File: src/design/tba_pkg.sv
// Shared types and constants for the dual token bucket admitter.
// Used by the controller, the datapath, the divider and the top level.
package tba_pkg;

    localparam int RATE_W   = 17;
    localparam int TIME_W   = 64;
    localparam int DIV_W    = 27;
    localparam int CNT_W    = 5;
    localparam int MS_W     = 10;
    localparam int ADD_W    = 35;
    localparam int RECIP_W  = 28;
    localparam int RECIP_SH = 37;
    localparam int PROD_W   = DIV_W + RECIP_W;

    localparam logic [MS_W-1:0]   MS_PER_S = 10'd1000;
    // 2^17 whole seconds in milliseconds: at or past this the refill saturates
    localparam logic [TIME_W-1:0] LONG_GAP = 64'd131072000;
    // ceil(2^37 / 1000): multiply and shift by 37 gives the exact quotient by 1000
    // for any 27-bit dividend
    localparam logic [RECIP_W-1:0] RECIP_MS = 28'd137438954;

    localparam logic [RATE_W-1:0] LINK_RATE_RST = 17'd10;
    localparam logic [RATE_W-1:0] END_RATE_RST  = 17'd5;
    localparam logic [RATE_W-1:0] END_BURST_RST = 17'd20;

    localparam logic [1:0] REG_LINK_RATE = 2'd0;
    localparam logic [1:0] REG_END_RATE  = 2'd1;
    localparam logic [1:0] REG_END_BURST = 2'd2;

    typedef enum logic [3:0] {
        S_IDLE,
        S_DIFF,
        S_EVAL,
        S_DIV_Q,
        S_MUL_Q,
        S_MUL_R,
        S_DIV_F,
        S_ADD,
        S_CMP,
        S_TIME,
        S_DIV_T,
        S_SPEND
    } state_t;

    typedef struct packed {
        logic     load_req;
        logic     diff;
        logic     sec_div;
        logic     mul_q;
        logic     mul_r;
        logic     frac_div;
        logic     add_frac;
        logic     div_start;
        logic     prime;
        logic     fill;
        logic     accrue;
        logic     advance;
        logic     spend;
    } tba_cmd_t;

    typedef struct packed {
        logic primed;
        logic backward;
        logic rate_zero;
        logic long_gap;
        logic add_zero;
        logic full;
        logic div_done;
        logic out_free;
    } tba_status_t;

endpackage

File: src/design/tba_div.sv
// Restoring divider, one quotient bit per cycle, 27-bit dividend by 17-bit divisor.
// Depends on tba_pkg for widths.
module tba_div (
    input  logic                         aclk,
    input  logic                         aresetn,
    input  logic                         start,
    input  logic [tba_pkg::DIV_W-1:0]    dividend,
    input  logic [tba_pkg::RATE_W-1:0]   divisor,
    output logic [tba_pkg::DIV_W-1:0]    quotient,
    output logic                         done
);

    logic                         busy_reg;
    logic [tba_pkg::CNT_W-1:0]    cnt_reg;
    logic                         done_reg;
    logic [tba_pkg::DIV_W-1:0]    quo_reg;
    logic [tba_pkg::RATE_W-1:0]   rem_reg;
    logic [tba_pkg::RATE_W-1:0]   den_reg;
    logic [tba_pkg::RATE_W:0]     trial;
    logic                         fits;

    assign trial = {rem_reg, quo_reg[tba_pkg::DIV_W-1]} - {1'b0, den_reg};
    assign fits  = ~trial[tba_pkg::RATE_W];

    always_ff @(posedge aclk) begin
        if (!aresetn) begin
            busy_reg <= 1'b0;
            cnt_reg  <= '0;
            done_reg <= 1'b0;
        end else begin
            done_reg <= busy_reg && (cnt_reg == tba_pkg::CNT_W'(1));
            if (start) begin
                busy_reg <= 1'b1;
                cnt_reg  <= tba_pkg::CNT_W'(tba_pkg::DIV_W);
            end else if (busy_reg) begin
                cnt_reg <= cnt_reg - tba_pkg::CNT_W'(1);
                if (cnt_reg == tba_pkg::CNT_W'(1)) begin
                    busy_reg <= 1'b0;
                end
            end
        end
    end

    always_ff @(posedge aclk) begin
        if (start) begin
            quo_reg <= dividend;
            rem_reg <= '0;
            den_reg <= divisor;
        end else if (busy_reg) begin
            // shift the next dividend bit in, keep the difference if it fits
            quo_reg <= {quo_reg[tba_pkg::DIV_W-2:0], fits};
            rem_reg <= fits ? trial[tba_pkg::RATE_W-1:0]
                            : {rem_reg[tba_pkg::RATE_W-2:0], quo_reg[tba_pkg::DIV_W-1]};
        end
    end

    assign quotient  = quo_reg;
    assign done      = done_reg;

endmodule

File: src/design/tba_datapath.sv
// Datapath: configuration registers, both buckets, refill arithmetic, result register.
// Depends on tba_pkg and instantiates tba_div.
module tba_datapath (
    input  logic                        aclk,
    input  logic                        aresetn,
    input  tba_pkg::tba_cmd_t           cmd,
    output tba_pkg::tba_status_t        status,
    input  logic                        req_type,
    input  logic [tba_pkg::TIME_W-1:0]  now_ms,
    input  logic                        cfg_wr,
    input  logic [1:0]                  cfg_index,
    input  logic [tba_pkg::RATE_W-1:0]  cfg_data,
    output logic                        out_valid,
    input  logic                        out_ready,
    output logic                        out_admitted,
    output logic [tba_pkg::RATE_W-1:0]  out_tokens
);

    logic [tba_pkg::RATE_W-1:0] link_rate_reg;
    logic [tba_pkg::RATE_W-1:0] end_rate_reg;
    logic [tba_pkg::RATE_W-1:0] end_burst_reg;

    logic [tba_pkg::RATE_W-1:0] tokens_reg [2];
    logic                       primed_reg [2];
    logic [tba_pkg::TIME_W-1:0] last_reg   [2];

    logic                       sel_reg;
    logic [tba_pkg::TIME_W-1:0] now_reg;
    logic [tba_pkg::TIME_W-1:0] elapsed_reg;
    logic                       backward_reg;
    logic [tba_pkg::RATE_W-1:0] sec_reg;
    logic [tba_pkg::MS_W-1:0]   ms_reg;
    logic [tba_pkg::RATE_W-1:0] frac_reg;
    logic [33:0]                acc_reg;
    logic [tba_pkg::DIV_W-1:0]  mul_reg;
    logic [tba_pkg::ADD_W-1:0]  add_reg;

    logic                       out_valid_reg;
    logic                       out_admitted_reg;
    logic [tba_pkg::RATE_W-1:0] out_tokens_reg;

    logic [tba_pkg::RATE_W-1:0] cur_tokens;
    logic [tba_pkg::TIME_W-1:0] cur_last;
    logic [tba_pkg::RATE_W-1:0] cur_rate;
    logic [tba_pkg::RATE_W-1:0] cur_cap;
    logic [tba_pkg::TIME_W:0]   diff;
    logic [tba_pkg::ADD_W:0]    sum;
    logic                       has_token;

    logic [tba_pkg::DIV_W-1:0]  recip_in;
    logic [tba_pkg::PROD_W-1:0] recip_prod;
    logic [tba_pkg::RATE_W-1:0] recip_quo;
    logic [tba_pkg::MS_W-1:0]   sec_ms;
    logic [tba_pkg::MS_W-1:0]   ms_left;

    logic [tba_pkg::DIV_W-1:0]  div_quo;
    logic                       div_done;

    logic [33:0]                prod_q;
    logic [tba_pkg::DIV_W-1:0]  prod_r;
    logic [tba_pkg::DIV_W-1:0]  prod_t;

    assign cur_tokens = tokens_reg[sel_reg];
    assign cur_last   = last_reg[sel_reg];
    assign cur_rate   = sel_reg ? end_rate_reg : link_rate_reg;
    assign cur_cap    = sel_reg ? end_burst_reg : link_rate_reg;
    assign diff       = {1'b0, now_reg} - {1'b0, cur_last};
    assign sum        = {19'd0, cur_tokens} + {1'b0, add_reg};
    assign has_token  = (cur_tokens != '0);

    // divide by 1000 through the reciprocal: whole seconds, then the fractional credit
    assign recip_in   = cmd.frac_div ? mul_reg : elapsed_reg[tba_pkg::DIV_W-1:0];
    assign recip_prod = recip_in * tba_pkg::RECIP_MS;
    assign recip_quo  = recip_prod[tba_pkg::RECIP_SH +: tba_pkg::RATE_W];

    // leftover milliseconds are below 1000, so the low bits carry them exactly
    assign sec_ms  = tba_pkg::MS_W'(sec_reg * tba_pkg::MS_PER_S);
    assign ms_left = elapsed_reg[tba_pkg::MS_W-1:0] - sec_ms;

    assign prod_q = sec_reg * cur_rate;
    assign prod_r = ms_reg * cur_rate;
    assign prod_t = add_reg[tba_pkg::RATE_W-1:0] * tba_pkg::MS_PER_S;

    tba_div u_div (
        .aclk      (aclk),
        .aresetn   (aresetn),
        .start     (cmd.div_start),
        .dividend  (mul_reg),
        .divisor   (cur_rate),
        .quotient  (div_quo),
        .done      (div_done)
    );

    // configuration, bucket state and the result handshake
    always_ff @(posedge aclk) begin
        if (!aresetn) begin
            link_rate_reg <= tba_pkg::LINK_RATE_RST;
            end_rate_reg  <= tba_pkg::END_RATE_RST;
            end_burst_reg <= tba_pkg::END_BURST_RST;
            tokens_reg[0] <= tba_pkg::LINK_RATE_RST;
            tokens_reg[1] <= tba_pkg::END_BURST_RST;
            primed_reg[0] <= 1'b0;
            primed_reg[1] <= 1'b0;
            last_reg[0]   <= '0;
            last_reg[1]   <= '0;
            out_valid_reg <= 1'b0;
        end else begin
            if (cfg_wr) begin
                case (cfg_index)
                    tba_pkg::REG_LINK_RATE: link_rate_reg <= cfg_data;
                    tba_pkg::REG_END_RATE:  end_rate_reg  <= cfg_data;
                    tba_pkg::REG_END_BURST: end_burst_reg <= cfg_data;
                    default: ;
                endcase
            end
            if (cmd.prime) begin
                primed_reg[sel_reg] <= 1'b1;
                last_reg[sel_reg]   <= now_reg;
            end
            if (cmd.fill) begin
                tokens_reg[sel_reg] <= cur_cap;
                last_reg[sel_reg]   <= now_reg;
            end
            if (cmd.accrue) begin
                tokens_reg[sel_reg] <= cur_tokens + add_reg[tba_pkg::RATE_W-1:0];
            end
            if (cmd.advance) begin
                last_reg[sel_reg] <= cur_last + {37'd0, div_quo};
            end
            if (cmd.spend && has_token) begin
                tokens_reg[sel_reg] <= cur_tokens - tba_pkg::RATE_W'(1);
            end
            if (cmd.spend) begin
                out_valid_reg <= 1'b1;
            end else if (out_ready) begin
                out_valid_reg <= 1'b0;
            end
        end
    end

    // working registers of the refill computation
    always_ff @(posedge aclk) begin
        if (cmd.load_req) begin
            sel_reg <= req_type;
            now_reg <= now_ms;
        end
        if (cmd.diff) begin
            elapsed_reg  <= diff[tba_pkg::TIME_W-1:0];
            backward_reg <= diff[tba_pkg::TIME_W];
        end
        if (cmd.sec_div) begin
            sec_reg <= recip_quo;
        end
        if (cmd.mul_q) begin
            acc_reg <= prod_q;
            ms_reg  <= ms_left;
        end
        if (cmd.mul_r) begin
            mul_reg <= prod_r;
        end
        if (cmd.frac_div) begin
            frac_reg <= recip_quo;
        end
        if (cmd.accrue) begin
            mul_reg <= prod_t;
        end
        if (cmd.add_frac) begin
            add_reg <= {1'b0, acc_reg} + {18'd0, frac_reg};
        end
        if (cmd.spend) begin
            out_admitted_reg <= has_token;
            out_tokens_reg   <= has_token ? cur_tokens - tba_pkg::RATE_W'(1) : cur_tokens;
        end
    end

    assign status.primed    = primed_reg[sel_reg];
    assign status.backward  = backward_reg;
    assign status.rate_zero = (cur_rate == '0);
    assign status.long_gap  = (elapsed_reg >= tba_pkg::LONG_GAP);
    assign status.add_zero  = (add_reg == '0);
    assign status.full      = (sum >= {19'd0, cur_cap});
    assign status.div_done  = div_done;
    assign status.out_free  = ~out_valid_reg | out_ready;

    assign out_valid    = out_valid_reg;
    assign out_admitted = out_admitted_reg;
    assign out_tokens   = out_tokens_reg;

endmodule

File: src/design/tba_ctrl.sv
// Controller: sequences one request through refill, spend and result load.
// Depends on tba_pkg for the state, command and status types.
module tba_ctrl (
    input  logic                   aclk,
    input  logic                   aresetn,
    input  logic                   in_valid,
    output logic                   in_ready,
    input  tba_pkg::tba_status_t   status,
    output tba_pkg::tba_cmd_t      cmd
);

    tba_pkg::state_t state_reg;
    tba_pkg::state_t state_next;

    always_ff @(posedge aclk) begin
        if (!aresetn) begin
            state_reg <= tba_pkg::S_IDLE;
        end else begin
            state_reg <= state_next;
        end
    end

    always_comb begin
        state_next = state_reg;
        case (state_reg)
            tba_pkg::S_IDLE:  if (in_valid) state_next = tba_pkg::S_DIFF;
            tba_pkg::S_DIFF:  state_next = tba_pkg::S_EVAL;
            tba_pkg::S_EVAL: begin
                if (!status.primed || status.backward || status.rate_zero ||
                    status.long_gap) begin
                    state_next = tba_pkg::S_SPEND;
                end else begin
                    state_next = tba_pkg::S_DIV_Q;
                end
            end
            tba_pkg::S_DIV_Q: state_next = tba_pkg::S_MUL_Q;
            tba_pkg::S_MUL_Q: state_next = tba_pkg::S_MUL_R;
            tba_pkg::S_MUL_R: state_next = tba_pkg::S_DIV_F;
            tba_pkg::S_DIV_F: state_next = tba_pkg::S_ADD;
            tba_pkg::S_ADD:   state_next = tba_pkg::S_CMP;
            tba_pkg::S_CMP: begin
                if (status.add_zero || status.full) begin
                    state_next = tba_pkg::S_SPEND;
                end else begin
                    state_next = tba_pkg::S_TIME;
                end
            end
            tba_pkg::S_TIME:  state_next = tba_pkg::S_DIV_T;
            tba_pkg::S_DIV_T: if (status.div_done) state_next = tba_pkg::S_SPEND;
            tba_pkg::S_SPEND: if (status.out_free) state_next = tba_pkg::S_IDLE;
            default:          state_next = tba_pkg::S_IDLE;
        endcase
    end

    always_comb begin
        cmd      = '0;
        in_ready = 1'b0;
        case (state_reg)
            tba_pkg::S_IDLE: begin
                in_ready     = 1'b1;
                cmd.load_req = in_valid;
            end
            tba_pkg::S_DIFF: cmd.diff = 1'b1;
            tba_pkg::S_EVAL: begin
                if (!status.primed) begin
                    cmd.prime = 1'b1;
                end else if (status.backward || status.rate_zero) begin
                    cmd.prime = 1'b0;
                end else if (status.long_gap) begin
                    cmd.fill = 1'b1;
                end
            end
            tba_pkg::S_DIV_Q: cmd.sec_div  = 1'b1;
            tba_pkg::S_MUL_Q: cmd.mul_q    = 1'b1;
            tba_pkg::S_MUL_R: cmd.mul_r    = 1'b1;
            tba_pkg::S_DIV_F: cmd.frac_div = 1'b1;
            tba_pkg::S_ADD:   cmd.add_frac = 1'b1;
            tba_pkg::S_CMP: begin
                // zero credit leaves the bucket as it is
                if (!status.add_zero) begin
                    cmd.fill   = status.full;
                    cmd.accrue = ~status.full;
                end
            end
            tba_pkg::S_TIME:  cmd.div_start = 1'b1;
            tba_pkg::S_DIV_T: cmd.advance   = status.div_done;
            tba_pkg::S_SPEND: cmd.spend     = status.out_free;
            default: ;
        endcase
    end

endmodule

File: src/design/dual_token_bucket_admitter_top.sv
// Requests go through S_DIFF and S_EVAL to S_SPEND when the bucket is being primed,
// the clock ran backwards, the rate is zero or the gap saturates the refill; through
// S_DIV_Q to S_CMP when the refill fills the bucket or credits nothing; and on to
// S_TIME and S_DIV_T on a partial refill. Both divisions by 1000 are combinational
// reciprocal multiplies; the 27-step divider by the rate runs once for the time
// consumed by the credit. One request is in work at a time; the next is accepted
// while the last result waits in the output register; cfg writes are always taken.
module dual_token_bucket_admitter_top (
    input  logic        aclk,
    input  logic        aresetn,
    input  logic        s_tvalid,
    output logic        s_tready,
    input  logic [63:0] s_tdata,    // now_ms
    input  logic [0:0]  s_tuser,    // req_type
    output logic        m_tvalid,
    input  logic        m_tready,
    output logic [23:0] m_tdata,    // tokens_left, zero padded
    output logic [0:0]  m_tuser,    // admitted
    input  logic        cfg_valid,
    output logic        cfg_ready,
    input  logic [1:0]  cfg_index,
    input  logic [16:0] cfg_data
);

    tba_pkg::tba_cmd_t    cmd;
    tba_pkg::tba_status_t status;
    logic                 out_admitted;
    logic [16:0]          out_tokens;

    assign cfg_ready = 1'b1;

    tba_ctrl u_ctrl (
        .aclk     (aclk),
        .aresetn  (aresetn),
        .in_valid (s_tvalid),
        .in_ready (s_tready),
        .status   (status),
        .cmd      (cmd)
    );

    tba_datapath u_dp (
        .aclk         (aclk),
        .aresetn      (aresetn),
        .cmd          (cmd),
        .status       (status),
        .req_type     (s_tuser[0]),
        .now_ms       (s_tdata),
        .cfg_wr       (cfg_valid & cfg_ready),
        .cfg_index    (cfg_index),
        .cfg_data     (cfg_data),
        .out_valid    (m_tvalid),
        .out_ready    (m_tready),
        .out_admitted (out_admitted),
        .out_tokens   (out_tokens)
    );

    assign m_tdata = {7'd0, out_tokens};
    assign m_tuser = out_admitted;

endmodule

File: config.mk
export PLATFORM = sky130hd
export DESIGN_NAME = dual_token_bucket_admitter_top
export DESIGN_NICKNAME = d
export VERILOG_FILES = /design/src/design/tba_pkg.sv /design/src/design/tba_div.sv /design/src/design/tba_datapath.sv /design/src/design/tba_ctrl.sv /design/src/design/dual_token_bucket_admitter_top.sv
export SDC_FILE = /design/constraint.sdc
export NUM_CORES = 2
export LEC_CHECK = 0
export ABC_AREA = 1
export BUFFER_PORTS_ARGS = -buffer_cell sky130_fd_sc_hd__buf_2
export CAP_MARGIN = 20
export CORE_ASPECT_RATIO = 1.5
export CORE_MARGIN = 1
export CORE_UTILIZATION = 35
export DETAILED_ROUTE_END_ITERATION = 8
export GPL_TIMING_DRIVEN = 1
export PLACE_DENSITY = 0.47
export SLEW_MARGIN = 10
export SYNTH_ARGS = -nofsm -noshare
export SYNTH_HDL_FRONTEND = slang
export SYNTH_SLANG_ARGS = --single-unit
File: constraint.sdc
create_clock -name aclk -period 9.44 [get_ports aclk]
set_clock_uncertainty 0.2 [all_clocks]
set_input_delay 0.472 -clock aclk [delete_from_list [all_inputs] [get_ports aclk]]
set_output_delay 0.472 -clock aclk [all_outputs]
set_load 0.02 [all_outputs]
==> metrics.yaml <==
sta:
  setup_viol_count_final: 0
  slew_viol_final: 0
  fmax_mhz: 125
  finalHoldViolations: 0
  worst_slew_pin_slew_ns: 1.23
  setup_tns_ns: 0
  rsz0062_at_grt: "no"
  fin_crit_ns: 8.03
  relSlewSlack_pct: 17.5
  finalCritPeriodShare_pct: 85.0
global_route:
  grt_pass1_vias: 54700
  grt_start_max_net_pins: 66
  grt-ovfl-total: 0
  grtUsageTotal_pct: 24.5
  antenna_found_initial: 7
  grt_pass1_wl_mm: 337
worst_setup_path:
  path_class: "register to register"
  worstRegToRegCells: 22
  crit_arrival_ns: 8.25
  crit_family: "adder cells"
  cp.required_ns: 9.67
  crit_chain: "inv_1, nand2_1, nand2_1, clkinv_1, nor2_1, fa_1, fa_1, fa_1, fa_1, fa_1, inv_1, fa_1, inv_1, ha_1, a21oi_1, inv_1, a31oi_1, a21boi_0, o21ai_0, nand3_1, nand2_1, xnor2_1"
  r2r_end: "u_dp.acc_reg[33]"
  start_kind: "register"
  crit_buf_inv: 5
  slowest_stage: "fa_1"
  cp_max_fo: 21
  cp_slowest_stage_delay_ns: 0.63
  r2r_slack_ns: 1.41
  r2r_start: "u_dp.sel_reg"
  crit_path_end_kind: "register"
  critPathMostFrequentCell: "fa_1"
floorplan:
  fp.dieW_microns: 352
  die_area_sq_um: 185000
  io_pins: 117
  design.core.area_sq_um: 182000
  rows: 192
  initial_core_util_pct: 35.2
  die_y_microns: 527
logic_synthesis:
  synth_edf_count: 491
  synth_top_area_share_pct: 23.0
  synth_common_cells: "inv_1 (1,609), nand2_1 (1,381), nor2_1 (934), ha_1 (684), fa_1 (634)"
  synth.area.top_cells: "edfxtp_1 (23%), fa_1 (20%), ha_1 (13%), inv_1 (9.4%), nand2_1 (8.1%)"
  syn_area_per_cell_sq_um: 8.27
  synth_cells: 7765
  async_reset_ff_share_pct: 0
  synthFlopType: "edfxtp_1"
  yosysMostFrequentCell: "inv_1"
  yosys.cell_types.count: 67
  ys_ff_latch: 577
  synth-seq-area-share_pct: 25.6
  yosys_warnings: 0
  synth_largest_area_cell: "edfxtp_1"
  synth_area_sq_um: 64200
route:
  drc: 0
  first_pass_iters: 5
  drt_iter0_markers: 2796
  drt-total-wl_mm: 226
  viasPerCell: 4.97
  vias: 51900
  drtAntennaViolNets: 0
  wl_per_cell_microns: 21.6
layout:
  multi_input_area_sq_um: 40900
  seq_area_sq_um: 16500
  fillers: 18900
  synthToLayoutAreaGrowth_pct: 10.4
  final_nets: 9371
  largest_register_ffs: 128
  drive_gt1_share_pct: 5.66
clock_tree:
  ctsResizeCount: 0
  ctsHtreeMaxLevel: 3
  root_buffer: "clkbuf_16"
  cts_made_buffers: 66
  cts.sinks: 577
  insertion_delay_ns: 0.70
  path_clk_slew_ns: 0.07
  clk_path_buf_depth: 3
  cts_tree: "built"
worst_hold_path:
  holdPathStages: 4
  hold_path.class: "input pin to register"
  hold_end: "u_dp.out_valid"
  min-delay-start: "m_tready"
placed_design:
  gp_congestion: 0.965
  place_hpwl_mm: 188
  place.port_buffers: 108
run_status:
  status: "complete, no violations"
run:
  cap_viol_max_count: 0
[layout make-up]
class,count,share of cell area (%)
Antenna cell,3,0.0106
Clock buffer,71,2.39
Clock inverter,48,0.743
Inverter,1631,8.64
Multi-Input combinational cell,5402,57.7
Sequential cell,577,23.2
Tap cell,2425,4.28
Timing Repair Buffer,286,3.00
[worst register-to-register path: stages (launching register included)]
cell,delay [ns]
edfxtp_1,0.38
inv_1,0.61
nand2_1,0.19
nand2_1,0.49
clkinv_1,0.54
nor2_1,0.27
fa_1,0.49
fa_1,0.54
fa_1,0.53
fa_1,0.59
fa_1,0.63
inv_1,0.08
fa_1,0.54
inv_1,0.04
ha_1,0.38
a21oi_1,0.16
inv_1,0.07
a31oi_1,0.12
a21boi_0,0.34
o21ai_0,0.26
nand3_1,0.12
nand2_1,0.07
xnor2_1,0.13
[kinds of logic after synthesis]
family,count (synthesis),synth area share [%]
flops,577,25.6
fa+ha+maj,1318,33.1
compound gates,959,8.30
mux,36,0.561
xor+xnor,248,3.38
other cells,2,0.0117
simple gates,2833,18.2
buf+inv,1792,10.8
[cells in the final DEF (no fill, tap or decap), types with 8 or more instances in the layout]
cell type      instances
a32o_1                11
nor2_1               928
clkinv_1              30
xor2_1               149
buf_2                108
edfxtp_1             491
a21boi_0              15
nand4_1               50
o21a_1                27
inv_2                  9
nand2_1             1380
o21bai_1              14
a221oi_1               9
xnor2_1               99
a31oi_1               68
nor4_1                37
nor3_1                61
conb_1                 8
inv_1               1608
o31ai_1               12
a21o_1                13
or2_2                 98
o21ai_1               34
mux2i_1               36
dfxtp_1               85
nand3b_1              10
nand3_1              211
ha_1                 684
clkbuf_16             67
o21ai_0              334
clkinv_2               9
fa_1                 634
o211ai_1              14
nor2_2                10
dlygate4sd3_1         82
o22ai_1               16
buf_4                 90
a21oi_1              364
[layer usage]
metal | vias to the layer above | global-route usage, % | part of all wire (%)
li1 | 24900 | - | -
met4 | 2 | 12.9 | 6.0
met3 | 369 | 2.08 | 2.7
met5 | - | 0 | 0.0058
met2 | 992 | 45.5 | 53
met1 | 25600 | 27.5 | 39
[stage by stage]
| step | hold slack [ns] | utilization, % | area, sq um | std cells | setup WS (ns) |
|---|---|---|---|---|---|
| after floorplan | 0.220 | - | 64200 | 7771 | 2.40 |
| after global placement | 0.236 | 37.2 | 67800 | 10200 | 0.667 |
| after detailed placement | 0.238 | 37.2 | 67800 | 10200 | 1.43 |
| after CTS | 0.0448 | 38.8 | 70800 | 10400 | 1.36 |
| after global routing | 0.112 | 38.9 | 70900 | 10400 | 0.930 |
| final | 0.0763 | 38.9 | 70900 | 10400 | 1.41 |
[worst max path at each step]
stage                                   start  slack (ns)  cells after the start           endpoint
after floorplan           u_ctrl.state_reg[1]        2.40                     29   u_dp.frac_reg[8]
after global placement    u_ctrl.state_reg[1]        0.67                     26   u_dp.frac_reg[8]
after detailed placement         u_dp.sel_reg        1.43                     24   u_dp.acc_reg[29]
after CTS                 u_ctrl.state_reg[1]        1.36                     26  u_dp.frac_reg[12]
after global routing             u_dp.sel_reg        0.93                     22   u_dp.acc_reg[33]
final                            u_dp.sel_reg        1.41                     22   u_dp.acc_reg[33]
[what timing repair did]
action	4_1_cts	5_1_grt
buffers inserted	0	0
endpoints found under the hold margin	117	0
hold buffers	82	0
setup endpoints to repair	0	0
Power is left out: the tool's default activity adds up to more than one toggle a clock period on the data nets, which glitch-free logic cannot reach.
